[src/design/csl_pkg.sv]
// Shared types and constants for the C-subset lexer.
// Item layouts, front-to-back op codes, token classes, keyword table.
// No dependencies.
`default_nettype none

package csl_pkg;

  localparam int WORD_MAX_DEF = 32;  // default word buffer depth
  localparam int OP_DEPTH     = 2;   // op queue between front and back
  localparam int RES_DEPTH    = 4;   // result queue depth

  // token classes
  localparam logic [1:0] CLS_KEYWORD = 2'd0;
  localparam logic [1:0] CLS_NUMBER  = 2'd1;
  localparam logic [1:0] CLS_OTHER   = 2'd2;
  localparam logic [1:0] CLS_PUNCT   = 2'd3;

  // characters the scanner cares about
  localparam logic [7:0] CH_SLASH  = 8'h2F;
  localparam logic [7:0] CH_STAR   = 8'h2A;
  localparam logic [7:0] CH_HASH   = 8'h23;
  localparam logic [7:0] CH_QUOTE  = 8'h22;
  localparam logic [7:0] CH_BSLASH = 8'h5C;
  localparam logic [7:0] CH_NL     = 8'h0A;
  localparam logic [7:0] CH_TAB    = 8'h09;
  localparam logic [7:0] CH_SPACE  = 8'h20;

  typedef struct packed {
    logic [7:0] char_code;
    logic       end_of_input;
  } csl_in_t;

  typedef struct packed {
    logic [7:0] token_char;
    logic [1:0] token_class;
    logic       last_of_token;
    logic       truncated;
  } csl_out_t;

  // work handed from front to back
  typedef enum logic [2:0] {
    OP_APPEND,      // append ch to the word
    OP_PAIR,        // append '/' then ch
    OP_FLUSH,       // emit pending word
    OP_FLUSH_TOK,   // emit pending word, then one-byte token ch
    OP_SLASH_FLUSH  // append '/', then emit pending word
  } csl_op_kind_t;

  typedef struct packed {
    csl_op_kind_t kind;
    logic [7:0]   ch;
    logic [1:0]   cls;  // class of a one-byte token
  } csl_op_t;

  localparam int KW_NUM = 8;

  localparam logic [2:0] KW_LEN [KW_NUM] = '{3'd3, 3'd5, 3'd6, 3'd3, 3'd2, 3'd5, 3'd6, 3'd2};

  localparam logic [7:0] KW_TEXT [KW_NUM][8] = '{
    '{"i", "n", "t", 8'h0, 8'h0, 8'h0, 8'h0, 8'h0},
    '{"f", "l", "o", "a",  "t",  8'h0, 8'h0, 8'h0},
    '{"d", "o", "u", "b",  "l",  "e",  8'h0, 8'h0},
    '{"f", "o", "r", 8'h0, 8'h0, 8'h0, 8'h0, 8'h0},
    '{"i", "f", 8'h0, 8'h0, 8'h0, 8'h0, 8'h0, 8'h0},
    '{"w", "h", "i", "l",  "e",  8'h0, 8'h0, 8'h0},
    '{"s", "w", "i", "t",  "c",  "h",  8'h0, 8'h0},
    '{"d", "o", 8'h0, 8'h0, 8'h0, 8'h0, 8'h0, 8'h0}
  };

  // character c at position p still matches keyword k
  function automatic logic kw_hit(input logic [2:0] k, input logic [5:0] p,
                                  input logic [7:0] c);
    return (p < {3'b000, KW_LEN[k]}) && (KW_TEXT[k][p[2:0]] == c);
  endfunction

endpackage

`default_nettype wire

[src/design/csl_fifo.sv]
// Small synchronous queue, used for the op queue and the result queue.
// Uses nothing from the package.
`default_nettype none

module csl_fifo #(
  parameter type T     = logic,
  parameter int  DEPTH = 2
) (
  input  wire logic                       clk,
  input  wire logic                       rst,
  input  wire logic                       push,
  input  wire T                           din,
  output logic                            full,
  input  wire logic                       pop,
  output T                                dout,
  output logic                            empty,
  output logic [$clog2(DEPTH+1)-1:0]      count
);

  localparam int AW = (DEPTH > 1) ? $clog2(DEPTH) : 1;
  localparam int CW = $clog2(DEPTH+1);

  T              slots [DEPTH];
  logic [AW-1:0] wr_ptr;
  logic [AW-1:0] rd_ptr;
  logic          do_push;
  logic          do_pop;

  assign full    = (count == CW'(DEPTH));
  assign empty   = (count == '0);
  assign do_push = push && !full;
  assign do_pop  = pop && !empty;
  assign dout    = slots[rd_ptr];

  always_ff @(posedge clk) begin
    if (rst) begin
      wr_ptr <= '0;
      rd_ptr <= '0;
      count  <= '0;
    end else begin
      if (do_push) begin
        wr_ptr <= (wr_ptr == AW'(DEPTH-1)) ? '0 : wr_ptr + AW'(1);
      end
      if (do_pop) begin
        rd_ptr <= (rd_ptr == AW'(DEPTH-1)) ? '0 : rd_ptr + AW'(1);
      end
      if (do_push && !do_pop) begin
        count <= count + CW'(1);
      end else if (do_pop && !do_push) begin
        count <= count - CW'(1);
      end
    end
  end

  always_ff @(posedge clk) begin
    if (do_push) begin
      slots[wr_ptr] <= din;
    end
  end

endmodule

`default_nettype wire

[src/design/csl_front.sv]
// Lexer front end: scan-mode tracking per input byte, turns each byte
// into at most one op for the back end. Depends on csl_pkg.
`default_nettype none

module csl_front
  import csl_pkg::*;
(
  input  wire logic    clk,
  input  wire logic    rst,
  input  wire logic    push,
  input  wire csl_in_t byte_item,
  input  wire logic    op_full,
  output logic         op_push,
  output csl_op_t      op
);

  typedef enum logic [2:0] {
    M_NORMAL, M_SLASH, M_LINE, M_BLOCK, M_BSTAR, M_DIRECTIVE, M_STRING, M_ESCAPE
  } mode_t;

  mode_t      mode;
  mode_t      mode_next;
  logic       line_start;
  logic       line_start_next;
  logic       has_op;
  logic       accept;
  logic [7:0] c;
  logic       word_ch;
  logic       punct;
  logic       blank;

  assign c       = byte_item.char_code;
  assign accept  = push && !op_full;
  assign op_push = accept && has_op;

  assign word_ch = (c >= "a" && c <= "z") || (c >= "A" && c <= "Z") ||
                   (c >= "0" && c <= "9") || (c == "_");
  assign punct   = (c == "{") || (c == "}") || (c == "(") || (c == ")") || (c == ";");
  assign blank   = (c == CH_SPACE) || (c == CH_TAB) || (c == CH_NL);

  always_comb begin
    mode_next       = mode;
    line_start_next = line_start;
    has_op          = 1'b0;
    op.kind         = OP_FLUSH;
    op.ch           = c;
    op.cls          = punct ? CLS_PUNCT : CLS_OTHER;
    if (byte_item.end_of_input) begin
      has_op          = 1'b1;
      op.kind         = (mode == M_SLASH) ? OP_SLASH_FLUSH : OP_FLUSH;
      mode_next       = M_NORMAL;
      line_start_next = 1'b1;
    end else begin
      case (mode)
        M_SLASH: begin
          has_op = 1'b1;
          if (c == CH_SLASH) begin
            op.kind   = OP_FLUSH;
            mode_next = M_LINE;
          end else if (c == CH_STAR) begin
            op.kind   = OP_FLUSH;
            mode_next = M_BLOCK;
          end else begin
            op.kind         = OP_PAIR;
            line_start_next = 1'b0;
            mode_next       = M_NORMAL;
          end
        end
        M_LINE, M_DIRECTIVE: begin
          if (c == CH_NL) begin
            line_start_next = 1'b1;
            mode_next       = M_NORMAL;
          end
        end
        M_BLOCK: begin
          if (c == CH_STAR) mode_next = M_BSTAR;
        end
        M_BSTAR: begin
          if (c == CH_SLASH) mode_next = M_NORMAL;
          else if (c != CH_STAR) mode_next = M_BLOCK;
        end
        M_STRING: begin
          if (c == CH_BSLASH) mode_next = M_ESCAPE;
          else if (c == CH_QUOTE) mode_next = M_NORMAL;
        end
        M_ESCAPE: begin
          mode_next = M_STRING;
        end
        M_NORMAL: begin
          if (c == CH_SLASH) begin
            mode_next = M_SLASH;
          end else if (c == CH_HASH && line_start) begin
            has_op    = 1'b1;
            op.kind   = OP_FLUSH;
            mode_next = M_DIRECTIVE;
          end else if (c == CH_QUOTE) begin
            has_op    = 1'b1;
            op.kind   = OP_FLUSH;
            mode_next = M_STRING;
          end else if (word_ch) begin
            has_op          = 1'b1;
            op.kind         = OP_APPEND;
            line_start_next = 1'b0;
          end else begin
            has_op  = 1'b1;
            op.kind = blank ? OP_FLUSH : OP_FLUSH_TOK;
            if (c == CH_NL) line_start_next = 1'b1;
          end
        end
        default: begin
          mode_next = M_NORMAL;
        end
      endcase
    end
  end

  always_ff @(posedge clk) begin
    if (rst) begin
      mode       <= M_NORMAL;
      line_start <= 1'b1;
    end else if (accept) begin
      mode       <= mode_next;
      line_start <= line_start_next;
    end
  end

endmodule

`default_nettype wire

[src/design/csl_back.sv]
// Lexer back end: word store, incremental keyword/number matching and
// per-character emission into the result queue. Depends on csl_pkg.
`default_nettype none

module csl_back
  import csl_pkg::*;
#(
  parameter int WORD_MAX = WORD_MAX_DEF
) (
  input  wire logic                           clk,
  input  wire logic                           rst,
  input  wire csl_op_t                        op,
  input  wire logic                           op_empty,
  output logic                                op_pop,
  input  wire logic [$clog2(RES_DEPTH+1)-1:0] res_count,
  output logic                                res_push,
  output csl_out_t                            res_item
);

  localparam int AW = $clog2(WORD_MAX);
  localparam int LW = $clog2(WORD_MAX+1);
  localparam int CW = $clog2(RES_DEPTH+1);

  typedef enum logic [2:0] {
    S_IDLE, S_PAIR2, S_CLASS, S_READ, S_LAST, S_TOKEN
  } state_t;

  state_t              state;
  logic [7:0]          mem [WORD_MAX];
  logic [LW-1:0]       len;
  logic                ovf;
  logic [KW_NUM-1:0]   kw_ok;
  logic [KW_NUM-1:0]   kw_ok_next;
  logic [KW_NUM-1:0]   kw_full;
  logic                all_dig;
  logic [LW-1:0]       rd_idx;
  logic                rd_pend;
  logic                rd_last;
  logic [7:0]          rdata;
  logic [1:0]          cls;
  logic [1:0]          cls_next;
  logic                tok_pend;
  logic [7:0]          tok_ch;
  logic [1:0]          tok_cls;
  logic [7:0]          pair_ch;
  logic                app_en;
  logic [7:0]          app_ch;
  logic                app_room;
  logic                rd_issue;
  logic                rd_is_last;
  logic                tok_wr;
  logic                space;

  // room in the result queue, counting the read still in flight
  assign space      = ({1'b0, res_count} + (CW+1)'(rd_pend)) < (CW+1)'(RES_DEPTH);
  assign app_room   = (len < LW'(WORD_MAX));
  assign rd_is_last = (rd_idx == len - LW'(1));

  always_comb begin
    for (int k = 0; k < KW_NUM; k++) begin
      kw_ok_next[k] = kw_ok[k] && kw_hit(3'(k), 6'(len), app_ch);
      kw_full[k]    = kw_ok[k] && (len == LW'(KW_LEN[k]));
    end
    if (|kw_full) cls_next = CLS_KEYWORD;
    else if (all_dig) cls_next = CLS_NUMBER;
    else cls_next = CLS_OTHER;
  end

  always_comb begin
    op_pop   = 1'b0;
    app_en   = 1'b0;
    app_ch   = op.ch;
    rd_issue = 1'b0;
    tok_wr   = 1'b0;
    case (state)
      S_IDLE: begin
        op_pop = !op_empty;
        if (!op_empty) begin
          case (op.kind)
            OP_APPEND: begin
              app_en = 1'b1;
            end
            OP_PAIR, OP_SLASH_FLUSH: begin
              app_en = 1'b1;
              app_ch = CH_SLASH;
            end
            default: begin
              app_en = 1'b0;
            end
          endcase
        end
      end
      S_PAIR2: begin
        app_en = 1'b1;
        app_ch = pair_ch;
      end
      S_READ:  rd_issue = space;
      S_TOKEN: tok_wr   = space;
      default: begin
        app_en = 1'b0;
      end
    endcase
  end

  // result mux: word character arriving from the store, or a one-byte token
  assign res_push = rd_pend || tok_wr;
  always_comb begin
    if (rd_pend) begin
      res_item.token_char    = rdata;
      res_item.token_class   = cls;
      res_item.last_of_token = rd_last;
      res_item.truncated     = ovf;
    end else begin
      res_item.token_char    = tok_ch;
      res_item.token_class   = tok_cls;
      res_item.last_of_token = 1'b1;
      res_item.truncated     = 1'b0;
    end
  end

  always_ff @(posedge clk) begin
    if (app_en && app_room) begin
      mem[len[AW-1:0]] <= app_ch;
    end
    if (rd_issue) begin
      rdata <= mem[rd_idx[AW-1:0]];
    end
  end

  always_ff @(posedge clk) begin
    if (rst) begin
      state    <= S_IDLE;
      len      <= '0;
      ovf      <= 1'b0;
      kw_ok    <= '1;
      all_dig  <= 1'b1;
      rd_pend  <= 1'b0;
      tok_pend <= 1'b0;
    end else begin
      rd_pend <= rd_issue;
      if (app_en) begin
        if (app_room) begin
          len     <= len + LW'(1);
          kw_ok   <= kw_ok_next;
          all_dig <= all_dig && (app_ch >= "0") && (app_ch <= "9");
        end else begin
          ovf <= 1'b1;
        end
      end
      case (state)
        S_IDLE: begin
          if (!op_empty) begin
            tok_ch  <= op.ch;
            tok_cls <= op.cls;
            pair_ch <= op.ch;
            case (op.kind)
              OP_PAIR: state <= S_PAIR2;
              OP_FLUSH, OP_SLASH_FLUSH: begin
                tok_pend <= 1'b0;
                state    <= S_CLASS;
              end
              OP_FLUSH_TOK: begin
                tok_pend <= 1'b1;
                state    <= S_CLASS;
              end
              default: state <= S_IDLE;
            endcase
          end
        end
        S_PAIR2: state <= S_IDLE;
        S_CLASS: begin
          cls    <= cls_next;
          rd_idx <= '0;
          if (len == '0) state <= tok_pend ? S_TOKEN : S_IDLE;
          else state <= S_READ;
        end
        S_READ: begin
          if (rd_issue) begin
            rd_idx  <= rd_idx + LW'(1);
            rd_last <= rd_is_last;
            if (rd_is_last) state <= S_LAST;
          end
        end
        S_LAST: begin
          // final character goes out this cycle; start a fresh word
          len     <= '0;
          ovf     <= 1'b0;
          kw_ok   <= '1;
          all_dig <= 1'b1;
          state   <= tok_pend ? S_TOKEN : S_IDLE;
        end
        S_TOKEN: begin
          if (tok_wr) state <= S_IDLE;
        end
        default: state <= S_IDLE;
      endcase
    end
  end

endmodule

`default_nettype wire

[src/design/c_subset_lexer.sv]
// Byte-serial tokenizer for a small C subset: top level.
// Depends on csl_pkg, csl_front, csl_back, csl_fifo.
//
// Input channel (push/full): one item per source byte, or an end_of_input
// item that flushes the pending word and returns the scanner to reset state.
// Result channel (empty/pop): one item per token character, oldest first,
// with its class, a last-of-token mark and a truncated mark.
//
// The front end classifies a byte in the cycle it is accepted and drops at
// most one op into a 2-entry op queue, so it takes one byte per cycle until
// that queue fills. The back end sets the sustained pace: it appends a word
// character in S_IDLE, takes a lone '/' pair through S_IDLE and S_PAIR2,
// and runs a flush through S_CLASS, one S_READ step per word character and
// S_LAST (S_CLASS alone for an empty word), then S_TOKEN for a trailing
// one-byte token, and pops no new op until it is back in S_IDLE. The word
// store delivers one character per cycle through its single read port
// while the result queue has room, via a registered read.
//
// Reset (rst, synchronous) clears scan mode, word length and both queues; the
// word store itself is not cleared. When pop is held low the 4-entry result
// queue fills, the back end stops, the op queue fills and full rises; nothing
// is lost.
`default_nettype none

module c_subset_lexer
  import csl_pkg::*;
#(
  parameter int WORD_MAX = WORD_MAX_DEF
) (
  input  wire logic    clk,
  input  wire logic    rst,
  input  wire logic    push,
  input  wire csl_in_t byte_item,
  output logic         full,
  input  wire logic    pop,
  output csl_out_t     token_item,
  output logic         empty
);

  localparam int RCW = $clog2(RES_DEPTH+1);

  csl_op_t        op_in;
  csl_op_t        op_out;
  logic           op_push;
  logic           op_pop;
  logic           op_full;
  logic           op_empty;
  logic           res_push;
  csl_out_t       res_item;
  logic [RCW-1:0] res_count;

  // a byte is taken whenever the op queue has room, even if it yields no op
  assign full = op_full;

  csl_front u_front (
    .clk       (clk),
    .rst       (rst),
    .push      (push),
    .byte_item (byte_item),
    .op_full   (op_full),
    .op_push   (op_push),
    .op        (op_in)
  );

  csl_fifo #(.T(csl_op_t), .DEPTH(OP_DEPTH)) u_op_q (
    .clk   (clk),
    .rst   (rst),
    .push  (op_push),
    .din   (op_in),
    .full  (op_full),
    .pop   (op_pop),
    .dout  (op_out),
    .empty (op_empty),
    .count ()
  );

  csl_back #(.WORD_MAX(WORD_MAX)) u_back (
    .clk       (clk),
    .rst       (rst),
    .op        (op_out),
    .op_empty  (op_empty),
    .op_pop    (op_pop),
    .res_count (res_count),
    .res_push  (res_push),
    .res_item  (res_item)
  );

  // back end only pushes when it has counted room, so full is not needed
  csl_fifo #(.T(csl_out_t), .DEPTH(RES_DEPTH)) u_res_q (
    .clk   (clk),
    .rst   (rst),
    .push  (res_push),
    .din   (res_item),
    .full  (),
    .pop   (pop),
    .dout  (token_item),
    .empty (empty),
    .count (res_count)
  );

endmodule

`default_nettype wire

[config.mk]
export PLATFORM = sky130hd
export DESIGN_NAME = c_subset_lexer
export DESIGN_NICKNAME = d
export VERILOG_FILES = /design/src/design/csl_pkg.sv /design/src/design/csl_fifo.sv /design/src/design/csl_front.sv /design/src/design/csl_back.sv /design/src/design/c_subset_lexer.sv
export SDC_FILE = /design/constraint.sdc
export NUM_CORES = 1
export LEC_CHECK = 0
export BUFFER_PORTS_ARGS = -buffer_cell sky130_fd_sc_hd__buf_4
export CAP_MARGIN = 20
export CORE_ASPECT_RATIO = 0.6
export CORE_MARGIN = 2
export CORE_UTILIZATION = 25
export CTS_CLUSTER_DIAMETER = 50
export CTS_CLUSTER_SIZE = 28
export DETAILED_ROUTE_END_ITERATION = 10
export MAX_ROUTING_LAYER = met4
export SETUP_SLACK_MARGIN = 0.2
export SLEW_MARGIN = 15
export SYNTH_ARGS = -nofsm -noshare
export SYNTH_HDL_FRONTEND = slang
export SYNTH_SLANG_ARGS = --single-unit
[constraint.sdc]
create_clock -name clk -period 3.35 [get_ports clk]
set_clock_uncertainty 0.2 [all_clocks]
set_input_delay 0 -clock clk [delete_from_list [all_inputs] [get_ports clk]]
set_output_delay 0 -clock clk [all_outputs]
set_load 0.05 [all_outputs]
## After elaboration in Yosys (flattened, before gate mapping)

Memories as Yosys holds them, arrays and structs flattened. A register that Yosys moved wholly into a read port is not among the register bits.
Index checks and enable logic that the tools add are counted.

| storage, ports and cells | value |
|---|---|
| bits in writable memories | 328 |
| logic and storage cells | 303 |
| register bits after elaboration | 55 |
| memories | 11 |
| bits in read-only memories | 512 |
| bits of input ports | 13 |

| cells by class | value |
|---|---|
| bitwise operators | 4 |
| eq/ne operators | 62 |
| reduce and logical (&&, ||, !) cells | 87 |
| multiplexer cells | 92 |
| add/sub/neg operators | 12 |
| magnitude comparators | 15 |

Memories:

| name | words | bits a word | rd ports | clocked after memory_dff | write ports | line | source |
|---|---|---|---|---|---|---|---|
| u_back.mem | 32 | 8 | 1 | 1 | 1 | csl_back.sv:29 | `logic [7:0] mem [WORD_MAX];` |
| (name not given) | 8 | 8 | 1 | 0 | 0 | csl_pkg.sv:73 | `return (p < {3'b000, KW_LEN[k]}) && (KW_TEXT[k][p[2:0]] == c);` |
| (name not given) | 8 | 8 | 1 | 0 | 0 | csl_pkg.sv:73 |  |
| (name not given) | 8 | 8 | 1 | 0 | 0 | csl_pkg.sv:73 |  |
| (name not given) | 8 | 8 | 1 | 0 | 0 | csl_pkg.sv:73 |  |
| (name not given) | 8 | 8 | 1 | 0 | 0 | csl_pkg.sv:73 |  |
| +5 memories | -- | -- | -- | -- | -- | -- |  |

Operator list:

| cell | number |
|---|---|
| $mux W8 | 18 |
| $mux W3 | 26 |
| $eq A8 B6 Y1 const B | 8 |
| $eq A8 B8 Y1 | 8 |
| $logic_and A1 B1 Y1 | 41 |
| $eq A8 B7 Y1 const B | 4 |
| $mux W1 | 27 |
| $eq A3 B3 Y1 const B | 8 |
| $pmux W3 S7 | 1 |
| $eq A3 B2 Y1 const B | 6 |
| $mux W2 | 9 |
| $eq A8 B4 Y1 const B | 2 |
| $ge A8 B6 Y1 const B | 2 |
| $ge A8 B7 Y1 const B | 2 |
| $le A8 B6 Y1 const B | 2 |
| $le A8 B7 Y1 const B | 2 |
| $pmux W8 S2 | 1 |
| $ne A3 B3 Y1 const B | 5 |
| $pmux W3 S5 | 1 |
| $add A6 B1 Y6 const B | 2 |
| $eq A6 B2 Y1 const B | 2 |
| $eq A6 B3 Y1 const B | 2 |
| $logic_not A3 Y1 | 4 |
| $lt A6 B2 Y1 const B | 2 |
| other kinds (43) | 87 |

## Depth between registers and ports, before layout

Gate-level depths: netlist of the first run.

| depth | value |
|---|---|
| depth after elaboration | 11 |
| mapped depth | 12 |
| mapped depth without buffers | 11 |

## Hierarchy

From an unflattened synthesis of the first run, not the netlist that was laid out.

| unflattened totals | value |
|---|---|
| cells, all modules | 1107 |
| area, all modules | 17573.1 µm² |

By module, submodules not included:

| module | times used | area an instance (µm²) | seq. area each (µm²) | cells each |
|---|---|---|---|---|
| csl_back | 1 | 13294.0 | 8918.6 | 805 |
| csl_fifo at u_res_q | 1 | 2218.4 | 1621.6 | 112 |
| csl_fifo at u_op_q | 1 | 1149.9 | 880.8 | 65 |
| csl_front | 1 | 910.9 | 80.1 | 125 |

## Worst setup path after synthesis of the first run

Ideal clock, no wire load.

| timing path | value |
|---|---|
| kind | flip-flop to flip-flop |
| from | reg u_res_q.count[0] |
| to | reg u_res_q.count[2] |
| library setup time | 0.071 ns |
| stages on the path, launching flop included | 9 |
| path slack | 0.110 ns |
| data arrival time | 2.969 ns |
| clock period less this slack | 3.240 ns |
| required time | 3.079 ns |
| cells stage by stage | dfxtp_1 > nor3_1 > nand2b_1 > ha_1 > inv_1 > fa_1 > xor2_1 > or3_1 > a21oi_1 |

| on the way | value |
|---|---|
| elaborated cells on any way between the ends | 19 |

RTL lines:

| what | line | source |
|---|---|---|
| start, declared | csl_fifo.sv:17 | `output logic [$clog2(DEPTH+1)-1:0] count` |
| start signal, assigned | csl_fifo.sv:48 | `count <= count + CW'(1);` |
| start signal, assigned | csl_fifo.sv:50 | `count <= count - CW'(1);` |
| $logic_not A3 Y1 (*) | csl_fifo.sv:30 | `assign empty = (count == '0);` |
| via empty | c_subset_lexer.sv:37 | `output logic empty` |
| $logic_not A1 Y1 (*) | csl_fifo.sv:32 | `assign do_pop = pop && !empty;` |
| $logic_and A1 B1 Y1 (*) | csl_fifo.sv:32 |  |
| $logic_not A1 Y1 | csl_fifo.sv:47 | `if (do_push && !do_pop) begin` |
| $logic_and A1 B1 Y1 | csl_fifo.sv:47 |  |
| $mux W3 or $reduce_bool A2 Y1 (tied branches) | -- |  |

The timed path passes the listed nets; every way through them passes the cells marked *. The select of a mux whose other input is x is not followed.
A chain may end at the register's enable or synchronous reset.

## Final worst setup path of the first run

| timing path | value |
|---|---|
| from | reg u_back.state[0] |
| to | mem u_back.mem[3][6], enable pin |

| on the way | value |
|---|---|
| longest elaborated chain between the ends | 5 |
| elaborated cells on any way between the ends | 6 |

RTL lines:

| what | line | source |
|---|---|---|
| start, declared | csl_back.sv:28 | `state_t state;` |
| start signal, assigned | csl_back.sv:174 | `if (len == '0) state <= tok_pend ? S_TOKEN : S_IDLE;` |
| start signal, assigned | csl_back.sv:190 | `state <= tok_pend ? S_TOKEN : S_IDLE;` |
| $eq A3 B1 Y1 or $logic_not A3 Y1 (tied branches) | csl_back.sv:75 | `case (state)` |
| $pmux W1 S2 (*) | csl_back.sv:75 |  |
| $logic_and A1 B1 Y1 (*) | csl_back.sv:122 | `if (app_en && app_room) begin` |
| $mux W1 (*) | csl_back.sv:122 |  |
| $mux W1 (not written as such) (*) | csl_back.sv:123 | `mem[len[AW-1:0]] <= app_ch;` |
| end, declared | csl_back.sv:29 |  |

Mark *: on every way between the ends. The rest lies on a longest branch, timed or not.

==> metrics.log, run 1 <==
[metrics] run status: finished clean
[metrics] detailed-route via count: 9766
[metrics] area of the multi-input gates: 5508 µm²
[metrics] Die Y: 207.9 µm
[metrics] power density over cell area: 704.5 nW/µm²
[metrics] remaining antenna violation count: 0
[metrics] Final Cell Area: between 15000 and 20000 µm²
[metrics] leakage component of the power: 6.290 nW
[metrics] pin count of the biggest net entering global routing: 68
[metrics] Layout area overhead: 15.48%
[metrics] number of violations of the max-capacitance limit: 0
[metrics] CTS HTree Levels: 1
[metrics] top-area cell type share of the netlist area: 0.6139
[metrics] drt first-iter violations: 1260
[metrics] initial antenna violation count: 2
[metrics] count of buffers added by post-CTS timing repair for setup: 0
[metrics] synthesized netlist net count: 1102
[metrics] total clock buffers created by CTS: 25
[metrics] number of warnings issued by yosys: 0
[metrics] required time of the critical path: ~3.4 ns
[metrics] starting density of the core: 0.2538
[metrics] register bit total from synthesis: just under 400
[metrics] drt first pass iters: 5
[metrics] number of pins exceeding their max-slew limit in the final report: 0
[metrics] clock slew at the register clock pins of the worst setup and hold paths: around 0.11 ns
[metrics] Placement Cell Area: 18820 µm²
[metrics] final hold violation count: 0
[metrics] number of antenna diodes: 0
[metrics] Die X-Extent: 343.8 µm
[metrics] maximum resistive drop on vdd: 0.3708 mV
[metrics] crit path capture type: flip-flop
[metrics] Worst Max-Slew Pin Slew: around 1.1 ns
[metrics] number of rows in the core area: 74
[metrics] ys async rst share: 0
[metrics] post-synthesis cell type count: 83
[metrics] WL final: about 42000 µm
[metrics] CTS tree: built
[metrics] Post-Syn Instances: approximately 1100
[metrics] vias in the first global route: 9726
[metrics] number of I/O pins: 27
[metrics] Synth area leaders: sky130_fd_sc_hd__edfxtp_1, sky130_fd_sc_hd__mux4_2, sky130_fd_sc_hd__dfxtp_1
[metrics] number of design rule violations left after detail routing: 0
[metrics] Filler Cell Count: 6683
[metrics] proportion of synthesized chip area in sequential cells: 0.6590
[metrics] hold crit path type: in -> reg
[metrics] count of input and output buffers: 26
[metrics] final setup violation count: 0
[metrics] CP Class: reg -> reg
[metrics] final period utilization: 0.9071
[metrics] Worst-Skew Late Latency: roughly 0.6 ns
[metrics] post-synthesis area per instance: roughly 16 µm²
[metrics] total negative setup slack: 0 ns
[metrics] Clock Path Buffers: 3
[metrics] share of final-layout standard cells stronger than drive strength 1: 0.2483
[metrics] GR Overflow Total: 0
[metrics] crit start category: flip-flop
[metrics] register area: 11410 µm²
[metrics] worst slew margin relative to its limit: 0.2876
[metrics] Die ar.: 71460 µm²
[metrics] cell taking the most area after synthesis: sky130_fd_sc_hd__edfxtp_1
[metrics] netlist area before placement: 17320 µm²
[metrics] WP data arrival: ~3.1 ns
[metrics] main flop type after synthesis: sky130_fd_sc_hd__edfxtp_1
[metrics] core area: around 70000 µm²
[metrics] Routed WL per cell: 20.17 µm
[metrics] vias per cell: 4.732
[metrics] Clock Root Buffer: sky130_fd_sc_hd__clkbuf_16
[metrics] first-pass GRT wire length: 63650 µm
[metrics] upper clock frequency limit: between 300 and 400 MHz
[metrics] number of enable flip-flop cells after synthesis: around 350
[metrics] post-route minimum period: 3.039 ns
[metrics] worst-path fanout max: 11
[metrics] Placer Congestion: 0.8668
[metrics] clock sink count: 393
[metrics] final-stage net count: 1163
[metrics] sum of net half-perimeters after detailed placement: 28950 µm
[metrics] setup repair after global routing missed its margin: yes
[metrics] GRT Total Usage: 0.1203
-- placed cells by master (no fill, tap or decap), types with 28 or more instances in the layout --
master                       n
sky130_fd_sc_hd__buf_4      79
sky130_fd_sc_hd__mux4_2     92
sky130_fd_sc_hd__a21oi_1    40
sky130_fd_sc_hd__edfxtp_1  354
sky130_fd_sc_hd__dfxtp_1    39
sky130_fd_sc_hd__nand2_1    38
sky130_fd_sc_hd__xnor2_1    31
sky130_fd_sc_hd__mux2_2     28
sky130_fd_sc_hd__nor2_1     80
-- cell usage after synthesis, types with 8 or more instances --
cell / instances
sky130_fd_sc_hd__mux2_2: 28
sky130_fd_sc_hd__inv_1: 24
sky130_fd_sc_hd__buf_1: 12
sky130_fd_sc_hd__xnor2_1: 31
sky130_fd_sc_hd__nand2_1: 38
sky130_fd_sc_hd__mux2i_1: 9
sky130_fd_sc_hd__and2_1: 16
sky130_fd_sc_hd__o21ai_1: 8
sky130_fd_sc_hd__mux4_2: 92
sky130_fd_sc_hd__ha_1: 16
sky130_fd_sc_hd__a31oi_1: 10
sky130_fd_sc_hd__nor2_1: 80
sky130_fd_sc_hd__xor2_1: 14
sky130_fd_sc_hd__nor3_1: 26
sky130_fd_sc_hd__o31ai_1: 8
sky130_fd_sc_hd__o21ai_0: 18
sky130_fd_sc_hd__nand4_1: 9
sky130_fd_sc_hd__a21oi_1: 40
sky130_fd_sc_hd__nand3_1: 22
sky130_fd_sc_hd__buf_2: 12
sky130_fd_sc_hd__edfxtp_1: 354
sky130_fd_sc_hd__nand2b_1: 11
sky130_fd_sc_hd__dfxtp_1: 39
sky130_fd_sc_hd__clkbuf_1: 30
-- sequential cells by signal (all words and copies together) (netlist names), 2 cells and up, named ones only --
signal,flops
u_back.state,3
u_res_q.wr_ptr,2
u_res_q.count,3
u_back.mem,256
u_back.kw_ok,8
u_res_q.rd_ptr,2
u_back.tok_ch,8
u_back.rdata,8
u_back.rd_idx,6
u_front.mode,3
u_op_q.count,2
u_back.cls,2
u_back.len,6
u_op_q.slots,24
u_res_q.slots,48
-- critical path, stage by stage (launching register included) --
cell and delay (ns):
sky130_fd_sc_hd__dfxtp_1 0.55, sky130_fd_sc_hd__nor3b_2 0.23, sky130_fd_sc_hd__buf_4 0.24, sky130_fd_sc_hd__o21bai_2 0.20
sky130_fd_sc_hd__nand2b_1 0.24, sky130_fd_sc_hd__or3_1 0.49, sky130_fd_sc_hd__nor2_1 0.33, sky130_fd_sc_hd__buf_4 0.26
-- metal layers --
layer / global-route usage / wire length (µm) / vias to the layer above
met2: 0.1528 / 16410 / 369
li1: - / - / 4331
met4: 0.01799 / 493 / 0
met3: 0.02463 / 3167 / 39
met1: 0.1943 / 21560 / 5027
met5: - / 0 / -
-- path summary, 6_finish.rpt --
| path | start | to | slack, ns | depth (start not counted) |
|---|---|---|---|---|
| min | byte_item[8] | u_op_q.slots[1][8] | 0.04 | 2 |
| max reg2reg | u_back.state[0] | u_back.mem[3][6] | 0.31 | 7 |
| min reg2reg | u_back.kw_ok[7] | u_back.kw_ok[7] | 0.29 | 2 |
| max | u_back.state[0] | u_back.mem[3][6] | 0.31 | 7 |
-- cells by family (layout without fill, tap and decap cells) --
kind of cell,Yosys count,count (layout),share of synthesized area
buffers and inverters,92,172,0.02449
multiplexers,136,136,0.1494
adder cells (fa/ha/maj),17,17,0.01272
XOR/XNOR,45,45,0.02276
AND/OR/NAND/NOR,250,250,0.07449
flip-flops,393,393,0.6590
AO/OA/AOI/OAI,139,139,0.05716
-- repair_timing --
item,4_1_cts,5_1_grt
hold buffers,14,0
setup endpoints to repair,35,32
resized for setup,1,3
pin swaps,0,0
hold endpoints to repair,56,0
-- area by class of cell --
type	count	share of cell area
clock inverter	21	0.01708
timing repair buffer	99	0.04342
multi-input combinational	587	0.2754
sequential	393	0.5706
inverter	27	0.005068
tap	912	0.05706
clock buffer	25	0.03129
-- per-stage QoR --
| step | worst slack [ns] | std cells | util | hold WS, ns | power (W) |
|---|---|---|---|---|---|
| after floorplan | 0.3726 | 1072 | - | -0.1011 | 0.009111 |
| after global placement | 0.1995 | 2002 | 0.2758 | 0.07971 | 0.01033 |
| after detailed placement | 0.1875 | 2002 | 0.2758 | 0.09235 | 0.01042 |
| after CTS | 0.3021 | 2062 | 0.2921 | 0.02351 | 0.01405 |
| after global routing | 0.1772 | 2064 | 0.2930 | 0.04733 | 0.01472 |
| final | 0.3113 | 2064 | 0.2930 | 0.04347 | 0.01409 |
-- where the power goes --
| part | leakage [nW] | switching [W] | internal [W] |
|---|---|---|---|
| sequential | 3.52 | 0.000245 | 0.00621 |
| combinational | 2.31 | 0.00260 | 0.00140 |
| clock | 0.462 | 0.00195 | 0.00169 |
| total | 6.29 | 0.00479 | 0.00930 |
No activity file was read; power rests on OpenSTA's default activity.
==> run 2: changes to the inputs <==
--- a/config.mk
+++ b/config.mk
@@ -10,9 +10,9 @@
 export CORE_ASPECT_RATIO = 0.6
 export CORE_MARGIN = 2
 export CORE_UTILIZATION = 25
-export CTS_CLUSTER_DIAMETER = 50
 export CTS_CLUSTER_SIZE = 28
 export DETAILED_ROUTE_END_ITERATION = 10
+export GPL_TIMING_DRIVEN = 0
 export MAX_ROUTING_LAYER = met4
 export SETUP_SLACK_MARGIN = 0.2
 export SLEW_MARGIN = 15
==> run 2 against run 1 <==
Via count up 3.4%. Sequential share of layout area down 1.0 points. Clock power up 5%. Core utilization up 0.53 points. Routed wire length up 4.9%. First-iteration DRC count down 3.7%. Largest power group unchanged.
==> metrics.log, run 2 (synthesis gave the netlist of run 1 again) <==
[metrics] Die X-Extent: 343.8 µm (unchanged)
[metrics] number of rows in the core area: 74 (unchanged)
[metrics] WL final: 43680 µm (was 41630 µm)
[metrics] worst hold slack after final layout: 0.02364 ns (was 0.04347 ns)
[metrics] sum of net half-perimeters after detailed placement: 30770 µm (was 28950 µm)
[metrics] crit start category: flip-flop (unchanged)
[metrics] switch share: 0.3312 (was 0.3401)
[metrics] maximum resistive drop on vdd: 0.3774 mV (was 0.3708 mV)
[metrics] Clock Path Buffers: 3 (unchanged)
[metrics] worst-path fanout max: 10 (was 11)
[metrics] worst slew margin relative to its limit: 0.2600 (was 0.2876)
[metrics] setup slack of the most critical reg-to-reg path: 0.27 ns (was 0.31 ns)
[metrics] Die ar.: 71460 µm² (unchanged)
[metrics] fin util: 0.2983 (was 0.2930)
[metrics] GR Overflow Total: 0 (unchanged)
[metrics] initial antenna violation count: 2 (unchanged)
[metrics] power spent charging and discharging nets: 0.004765 W (was 0.004791 W)
[metrics] stage delay of the slowest cell on the critical path: 0.55 ns (about the same)
[metrics] fraction of power consumed by sequential logic: 0.445 (was 0.458)
[metrics] Total Power Consumption: 0.01439 W (was 0.01409 W)
[metrics] hold crit path type: in -> reg (unchanged)
[metrics] share of final-layout standard cells stronger than drive strength 1: 0.2563 (was 0.2483)
[metrics] CP Class: reg -> reg (unchanged)
[metrics] detailed-route via count: 10100 (was 9766)
[metrics] Layout area overhead: 17.57% (was 15.48%)
[metrics] Final Cell Area: 20360 µm² (was 20000 µm²)
[metrics] Filler Cell Count: 6711 (was 6683)
[metrics] Placer Congestion: 0.8819 (was 0.8668)
[metrics] leading cell types in the layout, fill and taps excluded: sky130_fd_sc_hd__edfxtp_1, sky130_fd_sc_hd__mux4_2, sky130_fd_sc_hd__nor2_1, sky130_fd_sc_hd__a21oi_1, sky130_fd_sc_hd__dfxtp_1 (was sky130_fd_sc_hd__edfxtp_1, sky130_fd_sc_hd__mux4_2, sky130_fd_sc_hd__nor2_1, sky130_fd_sc_hd__buf_4, sky130_fd_sc_hd__a21oi_1)
[metrics] Int Pwr: 0.009624 W (was 0.009297 W)
[metrics] Die Y: 207.9 µm (unchanged)
[metrics] clock slew at the register clock pins of the worst setup and hold paths: 0.07 ns (was 0.11 ns)
[metrics] final period utilization: 0.9208 (was 0.9071)
[metrics] number of I/O pins: 27 (unchanged)
[metrics] vias per cell: 4.803 (was 4.732)
[metrics] final-stage net count: 1195 (was 1163)
[metrics] Routed WL per cell: 20.78 µm (was 20.17 µm)
[metrics] total negative setup slack: 0 ns (unchanged)
[metrics] first-pass GRT wire length: 64070 µm (was 63650 µm)
[metrics] vias in the first global route: 9627 (was 9726)
[metrics] number of antenna diodes: 0 (unchanged)
[metrics] crit-path cells: buf_6 > mux2i_2 > nand3_4 > o21bai_4 > nor2b_1 > buf_2 > nand4b_1 > nor2_2 (was nor3b_2 > buf_4 > o21bai_2 > nand2b_1 > or3_1 > nor2_1 > buf_4)
[metrics] power density over cell area: 706.8 nW/µm² (was 704.5 nW/µm²)
[metrics] number of design rule violations left after detail routing: 0 (unchanged)
[metrics] pin count of the biggest net entering global routing: 42 (was 68)
[metrics] WP data arrival: 3.06 ns (was 3.12 ns)
[metrics] Clock Root Buffer: sky130_fd_sc_hd__clkbuf_16 (unchanged)
[metrics] number of violations of the max-capacitance limit: 0 (unchanged)
[metrics] CTS tree: built (unchanged)
[metrics] part of the total power dissipated in combinational logic: 0.290 (was 0.284)
[metrics] most frequent standard cell in the layout excluding fill and tap cells: sky130_fd_sc_hd__edfxtp_1 (unchanged)
[metrics] crit path capture type: flip-flop (unchanged)
[metrics] run status: finished clean (unchanged)
[metrics] Worst-Skew Late Latency: 0.55 ns (was 0.59 ns)
[metrics] drt first-iter violations: 1214 (was 1260)
[metrics] total clock buffers created by CTS: 35 (was 25)
[metrics] count of input and output buffers: 25 (was 26)
[metrics] setup repair after global routing missed its margin: yes (unchanged)
[metrics] flip-flop count of the largest register after layout: 256 (unchanged)
[metrics] post-route minimum period: 3.085 ns (was 3.039 ns)
[metrics] CTS HTree Levels: 2 (was 1)
[metrics] number of pins exceeding their max-slew limit in the final report: 0 (unchanged)
[metrics] Placement Cell Area: 18730 µm² (was 18820 µm²)
[metrics] share of power burned in the clock network: 0.265 (was 0.258)
[metrics] upper clock frequency limit: 324.2 MHz (was 329.1 MHz)
[metrics] final setup violation count: 0 (unchanged)
[metrics] starting density of the core: 0.2538 (unchanged)
[metrics] required time of the critical path: 3.32 ns (was 3.43 ns)
[metrics] clock sink count: 393 (unchanged)
[metrics] GRT Total Usage: 0.1243 (was 0.1203)
[metrics] final hold violation count: 0 (unchanged)
[metrics] drt first pass iters: 7 (was 5)
[metrics] remaining antenna violation count: 0 (unchanged)
[metrics] cell with the biggest individual delay on the critical path: sky130_fd_sc_hd__nor2_2 (was sky130_fd_sc_hd__dfxtp_1)
[metrics] leakage component of the power: 6.355 nW (was 6.290 nW)
[metrics] core area: 68240 µm² (unchanged)
[metrics] Worst Max-Slew Pin Slew: 1.109 ns (was 1.067 ns)
-- run 2: timing repair --
item,4_1_cts,5_1_grt
resized for setup,33,29
hold buffers,13,0
setup buffers,8,2
setup endpoints to repair,181,209
endpoints found under the hold margin,37,0
pin swaps,8,2
-- run 2: per-layer routing --
metal | GRT usage | wire length, µm
met5 | - | 0
met4 | 0.02114 | 490
met3 | 0.05641 | 6086
met2 | 0.1429 | 16090
met1 | 0.1929 | 21020
-- run 2: stage by stage --
| step | std cells | worst slack [ns] |
|---|---|---|
| detailed placement | 2015 | -0.4056 |
| global placement | 2009 | -0.8848 |
| CTS | 2098 | 0.1175 |
| floorplan | 1072 | 0.3726 |
| global route | 2102 | 0.1123 |
| finish | 2102 | 0.2653 |
-- run 2: final timing paths --
check             startpoint                 end  depth (start not counted)
min             byte_item[4]  u_op_q.slots[1][4]                          2
max                flip-flop   u_back.mem[22][6]                          8
max reg2reg        flip-flop   u_back.mem[22][6]                          8
min reg2reg  u_back.kw_ok[4]     u_back.kw_ok[4]                          2
-- run 2: final cells by class --
| type | instances | area, µm² | area share |
|---|---|---|---|
| sequential | 393 | 11410 | 0.5605 |
| buffer | 65 | 352.8 | 0.01733 |
| multi-input combinational | 587 | 5703 | 0.2801 |
| clock buffer | 47 | 962.2 | 0.04726 |
| tap | 912 | 1141 | 0.05605 |
| timing repair buffer | 56 | 595.6 | 0.02925 |
| inverter | 27 | 103.9 | 0.005101 |
| clock inverter | 15 | 88.84 | 0.004364 |
-- run 2: critical path: cells and delay by family (launching register included) --
family | cells | cell delay [ns]
buffers and inverters | 2 | 0.37
DFF | 1 | 0.33
muxes | 1 | 0.33
AOI/OAI and AO/OA | 1 | 0.26
and+or+nand+nor | 4 | 1.23
-- run 2: power by group through the flow --
stage,sequential [W],combinational [W],clock (W)
finish,0.00641,0.00417,0.00382
global route,0.00643,0.00444,0.00409
floorplan,0.00642,0.00269,0
global placement,0.00650,0.00380,0
detailed placement,0.00651,0.00391,0
CTS,0.00640,0.00399,0.00390
==> run 3: changes to the inputs <==
--- a/config.mk
+++ b/config.mk
@@ -14,6 +14,7 @@
 export DETAILED_ROUTE_END_ITERATION = 10
 export GPL_TIMING_DRIVEN = 0
 export MAX_ROUTING_LAYER = met4
+export REMOVE_ABC_BUFFERS = 1
 export SETUP_SLACK_MARGIN = 0.2
 export SLEW_MARGIN = 15
 export SYNTH_ARGS = -nofsm -noshare
==> run 3 against run 2 <==
Routed wire length decreased by 5.7%. Register-to-register slack barely moved. Sequential power is 2% higher.
==> metrics.log, run 3 (synthesis gave the netlist of run 1 again) <==
[metrics] leakage component of the power: 6.316 nW (was 6.355 nW)
[metrics] worst slew margin relative to its limit: 0.2658 (was 0.2600)
[metrics] pin count of the biggest net entering global routing: 46 (was 42)
[metrics] switch share: 0.3211 (was 0.3312)
[metrics] remaining antenna violation count: 0 (unchanged)
[metrics] part of the total power dissipated in combinational logic: 0.279 (was 0.290)
[metrics] most frequent standard cell in the layout excluding fill and tap cells: sky130_fd_sc_hd__edfxtp_1 (unchanged)
[metrics] cell family with the largest share of critical-path delay: compound AO/OA/AOI/OAI gates (was simple AND/OR/NAND/NOR gates)
[metrics] power spent charging and discharging nets: 0.004614 W (was 0.004765 W)
[metrics] CTS HTree Levels: 2 (unchanged)
[metrics] WL final: 41210 µm (was 43680 µm)
[metrics] worst-path fanout max: 27 (was 10)
[metrics] final setup violation count: 0 (unchanged)
[metrics] maximum resistive drop on vdd: 0.4061 mV (was 0.3774 mV)
[metrics] share of final-layout standard cells stronger than drive strength 1: 0.2635 (was 0.2563)
[metrics] fraction of power consumed by sequential logic: 0.455 (was 0.445)
[metrics] upper clock frequency limit: 323.2 MHz (was 324.2 MHz)
[metrics] total clock buffers created by CTS: 35 (unchanged)
[metrics] flip-flop count of the largest register after layout: 256 (unchanged)
[metrics] clock slew at the register clock pins of the worst setup and hold paths: 0.06 ns (was 0.07 ns)
[metrics] total negative setup slack: 0 ns (unchanged)
[metrics] stage delay of the slowest cell on the critical path: 0.71 ns (was 0.55 ns)
[metrics] vias in the first global route: 9534 (was 9627)
[metrics] Die ar.: 71460 µm² (unchanged)
[metrics] sum of net half-perimeters after detailed placement: 28120 µm (was 30770 µm)
[metrics] setup repair after global routing missed its margin: yes (unchanged)
[metrics] number of violations of the max-capacitance limit: 0 (unchanged)
[metrics] starting density of the core: 0.2538 (unchanged)
[metrics] first-pass GRT wire length: 61840 µm (was 64070 µm)
[metrics] Layout area overhead: 17.56% (was 17.57%)
[metrics] total placed cells including tap cells: 1965 (was 2015)
[metrics] Final Cell Area: 20360 µm² (about the same)
[metrics] cell with the biggest individual delay on the critical path: sky130_fd_sc_hd__o21ai_4 (was sky130_fd_sc_hd__nor2_2)
[metrics] crit start category: flip-flop (unchanged)
[metrics] leading cell types in the layout, fill and taps excluded: sky130_fd_sc_hd__edfxtp_1, sky130_fd_sc_hd__mux4_2, sky130_fd_sc_hd__nor2_1, sky130_fd_sc_hd__buf_4, sky130_fd_sc_hd__a21oi_1 (was sky130_fd_sc_hd__edfxtp_1, sky130_fd_sc_hd__mux4_2, sky130_fd_sc_hd__nor2_1, sky130_fd_sc_hd__a21oi_1, sky130_fd_sc_hd__dfxtp_1)
[metrics] GR Overflow Total: 0 (unchanged)
[metrics] detailed-route via count: 9830 (was 10100)
[metrics] number of pins exceeding their max-slew limit in the final report: 0 (unchanged)
[metrics] WP data arrival: 3.28 ns (was 3.06 ns)
[metrics] Worst Max-Slew Pin Slew: 1.091 ns (was 1.109 ns)
[metrics] share of power burned in the clock network: 0.267 (was 0.265)
[metrics] run status: finished clean (unchanged)
[metrics] power density over cell area: 705.9 nW/µm² (was 706.8 nW/µm²)
[metrics] post-route minimum period: 3.094 ns (was 3.085 ns)
[metrics] drt first-iter violations: 1207 (was 1214)
[metrics] Placement Cell Area: 18680 µm² (was 18730 µm²)
[metrics] final hold violation count: 0 (unchanged)
[metrics] Clock Root Buffer: sky130_fd_sc_hd__clkbuf_16 (unchanged)
[metrics] number of I/O pins: 27 (unchanged)
[metrics] Worst-Skew Late Latency: 0.53 ns (was 0.55 ns)
[metrics] clock sink count: 393 (unchanged)
[metrics] core area: 68240 µm² (unchanged)
[metrics] Clock Path Buffers: 3 (unchanged)
[metrics] worst path bufs/invs: 1 (was 2)
[metrics] Placer Congestion: 0.8708 (was 0.8819)
[metrics] final-stage net count: 1154 (was 1195)
[metrics] hold crit path type: in -> reg (unchanged)
[metrics] Die Y: 207.9 µm (unchanged)
[metrics] count of input and output buffers: 26 (was 25)
[metrics] post-route non-filler standard cell count: 2059 (was 2102)
[metrics] final period utilization: 0.9235 (was 0.9208)
[metrics] crit path capture type: flip-flop (unchanged)
[metrics] Int Pwr: 0.009757 W (was 0.009624 W)
[metrics] vias per cell: 4.774 (was 4.803)
[metrics] CTS tree: built (unchanged)
[metrics] drt first pass iters: 5 (was 7)
[metrics] Routed WL per cell: 20.02 µm (was 20.78 µm)
[metrics] Die X-Extent: 343.8 µm (unchanged)
[metrics] crit-path cells: mux2i_2 > nand3_4 > o21ai_4 > buf_16 > xnor2_1 > a311o_1 > o22ai_1 > a21oi_1 (was buf_6 > mux2i_2 > nand3_4 > o21bai_4 > nor2b_1 > buf_2 > nand4b_1 > nor2_2)
[metrics] CP Class: reg -> reg (unchanged)
[metrics] number of design rule violations left after detail routing: 0 (unchanged)
[metrics] number of rows in the core area: 74 (unchanged)
[metrics] initial antenna violation count: 0 (was 2)
[metrics] GRT Total Usage: 0.1175 (was 0.1243)
[metrics] required time of the critical path: 3.54 ns (was 3.32 ns)
==> run 3: cell count changes in the layout (fill, tap and decap cells not counted), sizes merged <==
cell,change
dlygate4sd3,-1
diode,+1
bufinv,+2
clkinvlp,+2
clkbuf,-37
clkinv,+1
clkdlybuf4s15,-1
buf,-8
inv,-2
==> run 3: area by class of cell <==
cell class | count | area, µm²
fillers | 6637 | 47880
flip-flops and latches | 393 | 11420
multi-input cells | 587 | 5756
well taps | 912 | 1141
clock buffers | 42 | 912.1
repair buffers | 79 | 879.6
clock inverters | 17 | 130.1
inverters | 27 | 110.1
repair inverters | 1 | 5.005
diodes | 1 | 2.502
==> run 3: final timing paths <==
kind | cells past startpoint | slack, ns | startpoint | to
max | 8 | 0.26 | flip-flop | u_back.kw_ok[0]
min reg2reg | 2 | 0.29 | u_back.kw_ok[6] | u_back.kw_ok[6]
min | 2 | 0.12 | byte_item[7] | u_op_q.slots[0][7]
max reg2reg | 8 | 0.26 | flip-flop | u_back.kw_ok[0]
==> run 3: power groups by stage <==
stage               Clock [W]  Sequential (W)  Combinational (W)
finish                0.00383         0.00653            0.00401
global route          0.00412         0.00657            0.00431
CTS                   0.00390         0.00656            0.00385
detailed placement          0         0.00666            0.00369
global placement            0         0.00671            0.00340
floorplan                   0         0.00656            0.00242
==> run 3: what timing repair did <==
| item | in CTS | in global routing |
|---|---|---|
| hold endpoints to repair | 56 | 0 |
| endpoints found under the setup margin | 367 | 153 |
| gates resized for setup | 55 | 16 |
| cloned | 1 | 0 |
| buffers inserted | 9 | 7 |
| hold buffers | 12 | 0 |
| pin swaps | 4 | 0 |
==> run 3: worst reg2reg max path, stage by stage (launching register included) <==
cell,delay (ns)
sky130_fd_sc_hd__dfxtp_4,0.51
sky130_fd_sc_hd__mux2i_2,0.37
sky130_fd_sc_hd__nand3_4,0.21
sky130_fd_sc_hd__o21ai_4,0.72
sky130_fd_sc_hd__buf_16,0.25
sky130_fd_sc_hd__xnor2_1,0.15
sky130_fd_sc_hd__a311o_1,0.38
sky130_fd_sc_hd__o22ai_1,0.11
sky130_fd_sc_hd__a21oi_1,0.07
==> run 3: metal layers <==
layer / share of wire / track usage
met5: 0 / -
met1: 0.49 / 0.1828
met2: 0.39 / 0.1470
met3: 0.11 / 0.03892
met4: 0.0097 / 0.01619
==> run 3: metrics by stage <==
| stage | hold slack (ns) | setup WS, ns | total power (W) | util |
|---|---|---|---|---|
| floorplan | -0.1309 | -1.153 | 0.008983 | - |
| global route | 0.1101 | 0.1261 | 0.01501 | 0.2983 |
| global placement | 0.07597 | -2.570 | 0.01011 | 0.2686 |
| detailed placement | 0.08585 | -1.106 | 0.01036 | 0.2737 |
| finish | 0.1189 | 0.2563 | 0.01437 | 0.2983 |
| CTS | 0.09520 | 0.1414 | 0.01430 | 0.2956 |
